File: src/design/fce_pkg.sv
// Shared constants, codes and controller/datapath interface types for the FAT chain engine.
package fce_pkg;

  localparam int FAT_ENTRIES = 1024;
  localparam int ADDR_W      = $clog2(FAT_ENTRIES);
  localparam int ENTRY_W     = 11;
  localparam int LEN_W       = 11;
  localparam int OFS_W       = 26;
  localparam int SHIFT_W     = 5;

  localparam logic [ENTRY_W-1:0] FAT_EOC  = '1;
  localparam logic [ENTRY_W-1:0] FAT_FREE = '0;
  localparam logic [ADDR_W-1:0]  ADDR_MAX = ADDR_W'(FAT_ENTRIES - 1);
  localparam logic [LEN_W-1:0]   LEN_MAX  = LEN_W'(FAT_ENTRIES);
  localparam logic [SHIFT_W-1:0] SHIFT_RESET = 5'd10;

  // operation codes
  localparam logic [2:0] OP_ALLOC    = 3'd0;
  localparam logic [2:0] OP_EXTEND   = 3'd1;
  localparam logic [2:0] OP_TRUNCATE = 3'd2;
  localparam logic [2:0] OP_SEEK     = 3'd3;
  localparam logic [2:0] OP_WALK     = 3'd4;

  // result status codes
  localparam logic [1:0] ST_OK       = 2'd0;
  localparam logic [1:0] ST_NO_SPACE = 2'd1;
  localparam logic [1:0] ST_BAD      = 2'd2;
  localparam logic [1:0] ST_SEEK_END = 2'd3;

  typedef enum logic [3:0] {
    S_CLEAR, S_IDLE, S_DECODE, S_WALK_A, S_WALK_D, S_EVAL,
    S_SCAN, S_SCAN_CHK, S_LINK, S_LINK_END, S_TR_A, S_TR_D
  } state_t;

  // where block and chain_length of a result come from
  typedef enum logic [2:0] {
    SRC_ZERO, SRC_TAIL, SRC_SEEK, SRC_NEWTAIL, SRC_PICK
  } src_t;

  typedef struct packed {
    logic       clr;
    logic       load;
    logic       init_walk;
    logic       walk_rd;
    logic       walk_step;
    logic       init_scan;
    logic       init_link;
    logic       scan_run;
    logic       init_tr;
    logic       tr_rd;
    logic       tr_step;
    logic       link_end;
    logic       finish;
    logic [1:0] fin_status;
    src_t       fin_src;
  } cmd_t;

  typedef struct packed {
    logic       clr_done;
    logic [2:0] op;
    logic       start_ok;
    logic       cnt_zero;
    logic       cnt_big;
    logic       walk_end;
    logic       scan_end;
    logic       scan_short;
    logic       trunc_bad;
    logic       seek_past;
    logic       tr_end;
  } stat_t;

endpackage

File: src/design/fce_ctrl.sv
// Controller state machine of the FAT chain engine.
module fce_ctrl import fce_pkg::*; (
  input  logic  clk,
  input  logic  rst_n,
  input  logic  start,
  input  stat_t st,
  output logic  busy,
  output cmd_t  cmd
);

  state_t state_r, state_nxt;

  always_ff @(posedge clk) begin
    if (!rst_n) begin
      state_r <= S_CLEAR;
    end else begin
      state_r <= state_nxt;
    end
  end

  // next state
  always_comb begin
    state_nxt = state_r;
    unique case (state_r)
      S_CLEAR:    if (st.clr_done) state_nxt = S_IDLE;
      S_IDLE:     if (start) state_nxt = S_DECODE;
      S_DECODE: begin
        if (st.op == OP_ALLOC) begin
          state_nxt = (st.cnt_zero || st.cnt_big) ? S_IDLE : S_SCAN;
        end else if (st.op > OP_WALK || !st.start_ok) begin
          state_nxt = S_IDLE;
        end else begin
          state_nxt = S_WALK_A;
        end
      end
      S_WALK_A:   state_nxt = S_WALK_D;
      S_WALK_D:   state_nxt = st.walk_end ? S_EVAL : S_WALK_A;
      S_EVAL: begin
        state_nxt = S_IDLE;
        if (st.op == OP_EXTEND && !st.cnt_zero && !st.cnt_big) state_nxt = S_SCAN;
        if (st.op == OP_TRUNCATE && !st.trunc_bad && !st.cnt_zero) state_nxt = S_TR_A;
      end
      S_SCAN:     if (st.scan_end) state_nxt = S_SCAN_CHK;
      S_SCAN_CHK: state_nxt = st.scan_short ? S_IDLE : S_LINK;
      S_LINK:     if (st.scan_end) state_nxt = S_LINK_END;
      S_LINK_END: state_nxt = S_IDLE;
      S_TR_A:     state_nxt = S_TR_D;
      S_TR_D:     state_nxt = st.tr_end ? S_IDLE : S_TR_A;
      default:    state_nxt = S_IDLE;
    endcase
  end

  // command outputs
  always_comb begin
    cmd = '0;
    cmd.fin_status = ST_OK;
    cmd.fin_src = SRC_ZERO;
    busy = (state_r != S_IDLE);
    unique case (state_r)
      S_CLEAR: cmd.clr = 1'b1;
      S_IDLE:  cmd.load = start;
      S_DECODE: begin
        if (st.op == OP_ALLOC) begin
          if (st.cnt_zero) begin
            cmd.finish = 1'b1;
            cmd.fin_status = ST_BAD;
          end else if (st.cnt_big) begin
            cmd.finish = 1'b1;
            cmd.fin_status = ST_NO_SPACE;
          end else begin
            cmd.init_scan = 1'b1;
          end
        end else if (st.op > OP_WALK || !st.start_ok) begin
          cmd.finish = 1'b1;
          cmd.fin_status = ST_BAD;
        end else begin
          cmd.init_walk = 1'b1;
        end
      end
      S_WALK_A: cmd.walk_rd = 1'b1;
      S_WALK_D: cmd.walk_step = 1'b1;
      S_EVAL: begin
        cmd.fin_src = SRC_TAIL;
        priority case (st.op)
          OP_EXTEND: begin
            if (st.cnt_zero) begin
              cmd.finish = 1'b1;
              cmd.fin_status = ST_BAD;
            end else if (st.cnt_big) begin
              cmd.finish = 1'b1;
              cmd.fin_status = ST_NO_SPACE;
            end else begin
              cmd.init_scan = 1'b1;
            end
          end
          OP_TRUNCATE: begin
            if (st.trunc_bad) begin
              cmd.finish = 1'b1;
              cmd.fin_status = ST_BAD;
            end else if (st.cnt_zero) begin
              cmd.finish = 1'b1;
            end else begin
              cmd.init_tr = 1'b1;
            end
          end
          OP_SEEK: begin
            cmd.finish = 1'b1;
            if (st.seek_past) begin
              cmd.fin_status = ST_SEEK_END;
            end else begin
              cmd.fin_src = SRC_SEEK;
            end
          end
          default: cmd.finish = 1'b1;
        endcase
      end
      S_SCAN: cmd.scan_run = 1'b1;
      S_SCAN_CHK: begin
        if (st.scan_short) begin
          cmd.finish = 1'b1;
          cmd.fin_status = ST_NO_SPACE;
          cmd.fin_src = (st.op == OP_ALLOC) ? SRC_ZERO : SRC_TAIL;
        end else begin
          cmd.init_link = 1'b1;
        end
      end
      S_LINK: cmd.scan_run = 1'b1;
      S_LINK_END: begin
        cmd.link_end = 1'b1;
        cmd.finish = 1'b1;
        cmd.fin_src = SRC_PICK;
      end
      S_TR_A: cmd.tr_rd = 1'b1;
      S_TR_D: begin
        cmd.tr_step = 1'b1;
        if (st.tr_end) begin
          cmd.finish = 1'b1;
          cmd.fin_src = SRC_NEWTAIL;
        end
      end
      default: cmd = '0;
    endcase
  end

endmodule

File: config.mk
export PLATFORM = sky130hd
export DESIGN_NAME = fce_ctrl
export DESIGN_NICKNAME = d
export VERILOG_FILES = /design/src/design/fce_pkg.sv /design/src/design/fce_ctrl.sv
export SDC_FILE = /design/constraint.sdc
export NUM_CORES = 1
export LEC_CHECK = 0
export BUFFER_PORTS_ARGS = -buffer_cell sky130_fd_sc_hd__buf_2
export CORE_UTILIZATION = 46
export DETAILED_ROUTE_END_ITERATION = 10
export HOLD_SLACK_MARGIN = 0.03
export PLACE_DENSITY_LB_ADDON = 0.12
export SETUP_SLACK_MARGIN = 0.5
export SKIP_CTS_REPAIR_TIMING = 1
export SLEW_MARGIN = 15
export SYNTH_ARGS = -nofsm -noshare
export SYNTH_HDL_FRONTEND = slang
export SYNTH_SLANG_ARGS = --single-unit
File: constraint.sdc
create_clock -name clk -period 1.8 [get_ports clk]
set_input_delay 0.18 -clock clk [delete_from_list [all_inputs] [get_ports clk]]
set_output_delay 0.18 -clock clk [all_outputs]
set_load 0.02 [all_outputs]
==> results of run 1 <==
## kinds of logic after synthesis
family          after synthesis  share of synthesized area
buf+inv                      14                     0.1081
flops                         4                     0.1032
simple gates                 65                     0.4871
compound gates               31                     0.2887
mux                           1                    0.01290
## synth_stat cells (2+ instances only)
cell | n | share of area
o21a_1 | 2 | 0.019
nand4_1 | 3 | 0.024
nor3b_1 | 5 | 0.048
a21oi_1 | 6 | 0.039
nand2_1 | 13 | 0.063
buf_2 | 7 | 0.045
nand2b_1 | 4 | 0.032
o22ai_1 | 2 | 0.016
o21ai_0 | 4 | 0.026
buf_6 | 2 | 0.029
inv_1 | 3 | 0.015
a31oi_1 | 4 | 0.032
nor4bb_1 | 3 | 0.039
nand3_1 | 4 | 0.026
nor3_1 | 6 | 0.039
nor2_1 | 14 | 0.068
buf_4 | 2 | 0.019
dfxtp_1 | 4 | 0.10
nor2b_1 | 3 | 0.024
and3_1 | 2 | 0.016
## stage by stage
step                      cell area, um^2  setup WS, ns    util
after CTS                            1085      -0.07463  0.7037
after detailed placement             1062        0.1739  0.6891
after global placement               1062        0.2175  0.6891
after floorplan                     870.8        0.4087       -
==> results_tabular.tex, run 1 <==
\begin{tabular}{lr}
\hline
Metric & Value \\
\hline
\multicolumn{2}{l}{\textbf{Synth}} \\
Total standard cell area after synthesis & between 700 and 800 um\^{}2 \\
\#FFs+latches synth & 4 \\
Net count after synthesis & roughly 130 \\
Syn Inst Count & between 100 and 150 \\
Number of warnings issued by yosys & 0 \\
Post-synthesis cell type count & 42 \\
Mean area per synthesized cell & about 6.7 um\^{}2 \\
Number of enable-type register cells in the synthesized netlist & 0 \\
Fraction of registers with async set/reset & 0 \\
Dominant register cell in the synthesized netlist & dfxtp\_1 \\
Sequential element share of the synthesized area & 0.1032 \\
\multicolumn{2}{l}{\textbf{Timing}} \\
Grt repair worst endpoint & cmd[4] \\
Worst endpoint kind after the last repair & primary output \\
\multicolumn{2}{l}{\textbf{Clock network}} \\
Master cell of the clock root buffer & clkbuf\_4 \\
Maximum count of clock buffers along a single path & 2 \\
Total CTS buffers & 3 \\
TritonCTS Sinks & 4 \\
H-tree levels & 1 \\
\multicolumn{2}{l}{\textbf{Placement}} \\
HPWL Detailed & 1775 um \\
Count of port buffers added during placement & 34 \\
Number of cells after detailed placement & approximately 160 \\
Weighted congestion reported at the end of routability-driven placement & between 0.8 and 0.9 \\
\multicolumn{2}{l}{\textbf{Die}} \\
Die Height & between 40 and 50 um \\
Initial core utilization & 0.5032 \\
Std-Cell Rows & 14 \\
Die X-Extent & roughly 43 um \\
Top Ports & 35 \\
\multicolumn{2}{l}{\textbf{Outcome}} \\
Error message & [ERROR DPL-0038] Utilization greater than 100\%, impossible to legalize \\
Status & stopped before the end \\
Last stage the flow got to & global routing \\
\multicolumn{2}{l}{\textbf{GRT}} \\
Maximum number of pins on one net before global-route repair & 21 \\
\hline
\end{tabular}
==> inputs of run 2 (changes only) <==
--- a/config.mk
+++ b/config.mk
@@ -6,11 +6,10 @@
 export NUM_CORES = 1
 export LEC_CHECK = 0
 export BUFFER_PORTS_ARGS = -buffer_cell sky130_fd_sc_hd__buf_2
-export CORE_UTILIZATION = 46
+export CORE_AREA = 2 2 63 65
 export DETAILED_ROUTE_END_ITERATION = 10
-export HOLD_SLACK_MARGIN = 0.03
-export PLACE_DENSITY_LB_ADDON = 0.12
-export SETUP_SLACK_MARGIN = 0.5
+export DIE_AREA = 0 0 65 67
+export PLACE_DENSITY_LB_ADDON = 0.15
 export SKIP_CTS_REPAIR_TIMING = 1
 export SLEW_MARGIN = 15
 export SYNTH_ARGS = -nofsm -noshare
==> run 2 against run 1 <==
Effect of this change:
- the run now ends clean
- area after synthesis stayed put
- synthesized cell count unchanged
==> results_tabular.tex, run 2 <==
\begin{tabular}{lr}
\hline
Metric & Value \\
\hline
\multicolumn{2}{l}{\textbf{Power and ir drop}} \\
Peak supply drop & about 0.18 mV \\
Leakage & between 0.4 and 0.5 nW \\
Total power divided by cell area & between 300 and 400 nW/um\^{}2 \\
Power consumption & 0.4288 mW \\
\multicolumn{2}{l}{\textbf{Synth}} \\
Sequential element share of the synthesized area & 0.1032 (unchanged) \\
Cell type with the largest total area after synthesis & dfxtp\_1 \\
Mean area per synthesized cell & 6.746 um\^{}2 (unchanged) \\
Post-synth top area share & 0.1032 (unchanged) \\
\#FFs+latches synth & 4 (unchanged) \\
Total standard cell area after synthesis & 775.7 um\^{}2 (unchanged) \\
Syn Inst Count & 115 (unchanged) \\
Dominant register cell in the synthesized netlist & dfxtp\_1 \\
Cell with the most instances after synthesis & nor2\_1 \\
Number of warnings issued by yosys & 0 (unchanged) \\
Top cells by area, synth & dfxtp\_1 10\%, nor2\_1 6.8\%, nand2\_1 6.3\% \\
Post-synthesis cell type count & 42 (unchanged) \\
Commonest cells post-synth & 14 x nor2\_1, 13 x nand2\_1, 7 x buf\_2, 6 x a21oi\_1, 6 x nor3\_1 \\
Fraction of registers with async set/reset & 0 (unchanged) \\
Number of enable-type register cells in the synthesized netlist & 0 (unchanged) \\
Net count after synthesis & 131 (unchanged) \\
\multicolumn{2}{l}{\textbf{Timing}} \\
Peak Freq & 0.5767 GHz \\
Slew @ Worst Pin & between 0.3 and 0.4 ns \\
Worst setup slack after layout & between 0.06 and 0.07 ns \\
Tightest slew margin relative to the limit & 0.7580 \\
Number of endpoints failing setup at the final stage & 0 \\
Crit path time final & 1.734 ns \\
Final-report hold violation count & 0 \\
Crit share post-route & 0.9633 \\
RSZ-0062 raised after global routing & true \\
Final number of max-transition violations & 0 \\
Clock skew after layout & 0.002356 ns \\
Sum of negative setup slack & 0 ns \\
\multicolumn{2}{l}{\textbf{Setup path}} \\
Endpoint type of the worst setup path & output port \\
Arrival time of data at the critical path endpoint & 1.55 ns \\
Beginning of the critical path & state\_r[3]\$\_SDFFE\_PN0P\_ \\
Critical R2R Launch & state\_r[2]\$\_SDFFE\_PN0P\_ \\
Type of the setup path with the least slack & reg -> out \\
Largest fanout of any net on the critical path & 4 \\
Startpoint kind of the worst setup timing path & flip-flop \\
Required time at the worst-slack endpoint & 1.62 ns \\
\multicolumn{2}{l}{\textbf{GRT}} \\
Number of global-route vias before repair & between 900 and 1,000 \\
Global-route wire length before repair & roughly 4300 um \\
Number of antenna violations at the first check in global routing & 0 \\
Maximum number of pins on one net before global-route repair & 21 \\
Global-route congestion overflow total & 0 \\
All-layer global routing usage & 0.1245 \\
\multicolumn{2}{l}{\textbf{Layout}} \\
Diode insertion count for antenna repair & 0 \\
Multi-input gate area in the final layout & 629.4 um\^{}2 \\
Largest regs & state\_r x4 \\
Sequential cell area & 82.58 um\^{}2 \\
Post-layout net count & between 150 and 200 \\
Fraction of layout instances using a drive strength above 1 & 0.3841 \\
Flip-flop count of the largest register after layout & 4 \\
Design area & around 1100 um\^{}2 \\
Fill cells & between 400 and 500 \\
Area delta synth->final & 40.48\% \\
Fin util & 0.3022 \\
Leading cell type in the layout, fill and taps excluded & buf\_2 \\
Top register by number of flip-flops & state\_r \\
Most used cells in the layout excluding fill and tap cells & 34 x buf\_2, 14 x nor2\_1, 13 x nand2\_1, 8 x buf\_4 \\
\multicolumn{2}{l}{\textbf{Hold path}} \\
Startpoint of the worst hold path & rst\_n \\
Path class of the lowest-slack min-delay path & in -> reg \\
\multicolumn{2}{l}{\textbf{Detailed routing}} \\
Routed via count & around 1,000 \\
Via/cell ratio & between 4 and 5 \\
Violation count after the first detailed-routing iteration & approximately 90 \\
Detailed-router iteration count before antenna repair & 4 \\
Total routed wirelength & 2599 um \\
Post-route ant nets & 0 \\
Number of DRC violations after detailed routing & 0 \\
Wirelength per Cell & roughly 13 um \\
\multicolumn{2}{l}{\textbf{Clock network}} \\
TritonCTS Sinks & 4 (unchanged) \\
Maximum count of clock buffers along a single path & 2 (unchanged) \\
Master cell of the clock root buffer & clkbuf\_8 \\
Clock latency reported for the late side of the worst-skew pair & about 0.22 ns \\
Clock-pin slew on the worst setup and hold paths & 0.03 ns \\
H-tree levels & 1 (unchanged) \\
Total CTS buffers & 3 (unchanged) \\
Clock tree from TritonCTS & built \\
\multicolumn{2}{l}{\textbf{Die}} \\
Die Height & 67 um (+56\%) \\
Top Ports & 35 (unchanged) \\
Std-Cell Rows & 22 (+8) \\
Area of the core region & roughly 3600 um\^{}2 \\
Die outline area & between 4000 and 5000 um\^{}2 \\
Die X-Extent & 65 um (+51\%) \\
Initial core utilization & 0.2151 (-0.2881) \\
\multicolumn{2}{l}{\textbf{Outcome}} \\
Status & complete, no violations \\
\multicolumn{2}{l}{\textbf{Placement}} \\
Count of port buffers added during placement & 34 (unchanged) \\
Post-placement setup slack & 0.1861 ns (+0.01223 ns) \\
Placed Area & 1013 um\^{}2 (-4.6\%) \\
Weighted congestion reported at the end of routability-driven placement & 0.7125 (-17\%) \\
HPWL Detailed & 2065 um (+16\%) \\
\multicolumn{2}{l}{\textbf{Flow run}} \\
Max-cap check violation count & 0 \\
\hline
\end{tabular}
-- run 2: cell counts after synthesis --
Identical to the previous run, type by type.
-- run 2: kinds of logic after synthesis --
family | Yosys count | share of synthesized area
buf+inv | 14 | 0.1081
mux | 1 | 0.01290
compound gates | 31 | 0.2887
flops | 4 | 0.1032
simple gates | 65 | 0.4871
-- run 2: stage by stage --
stage                     hold WS (ns)  instances
after floorplan                 0.2975        115
after global placement          0.4705        195
after detailed placement        0.4689        195
after CTS                       0.2460        198
after global routing            0.2610        199
final                           0.2401        199
-- run 2: final timing paths --
check / endpoint / slack (ns) / depth (start not counted)
worst max register to register: state_r[1]$_SDFFE_PN0P_ / 0.33 / 6
worst min-delay path: state_r[2]$_SDFFE_PN0P_ / 0.24 / 2
worst max-delay path: cmd[4] / 0.07 / 6
worst min register to register: state_r[0]$_SDFFE_PN0P_ / 0.67 / 2
-- run 2: layout make-up --
| cell class | instances | area share |
|---|---|---|
| multi-input combinational | 97 | 0.5775 |
| sequential | 4 | 0.07577 |
| inverter | 3 | 0.01033 |
| tap | 48 | 0.05511 |
| timing repair buffer | 44 | 0.2434 |
| clock buffer | 3 | 0.03789 |
-- run 2: critical path, cell delays in order (launching register included) --
cell,delay [ns]
dfxtp_1,0.32
nand2b_1,0.16
or3_4,0.36
a31oi_1,0.15
o21ai_1,0.08
o31ai_1,0.07
buf_2,0.20
-- run 2: layer usage --
layer / track usage / up-vias / part of all wire
met5: 0 / - / 0
met2: 0.1946 / 29 / 0.43
met4: 0.04255 / 0 / 0.020
met1: 0.1717 / 455 / 0.50
met3: 0.02027 / 6 / 0.050
li1: - / 502 / -
-- run 2: where the power goes --
part / internal (mW) / switching [mW] / total [mW]
combinational: 0.0576 / 0.0807 / 0.138
clock: 0.142 / 0.0454 / 0.188
sequential: 0.0930 / 0.00956 / 0.103
total: 0.293 / 0.136 / 0.429
Note: power is estimated with default switching activity, not from simulation.
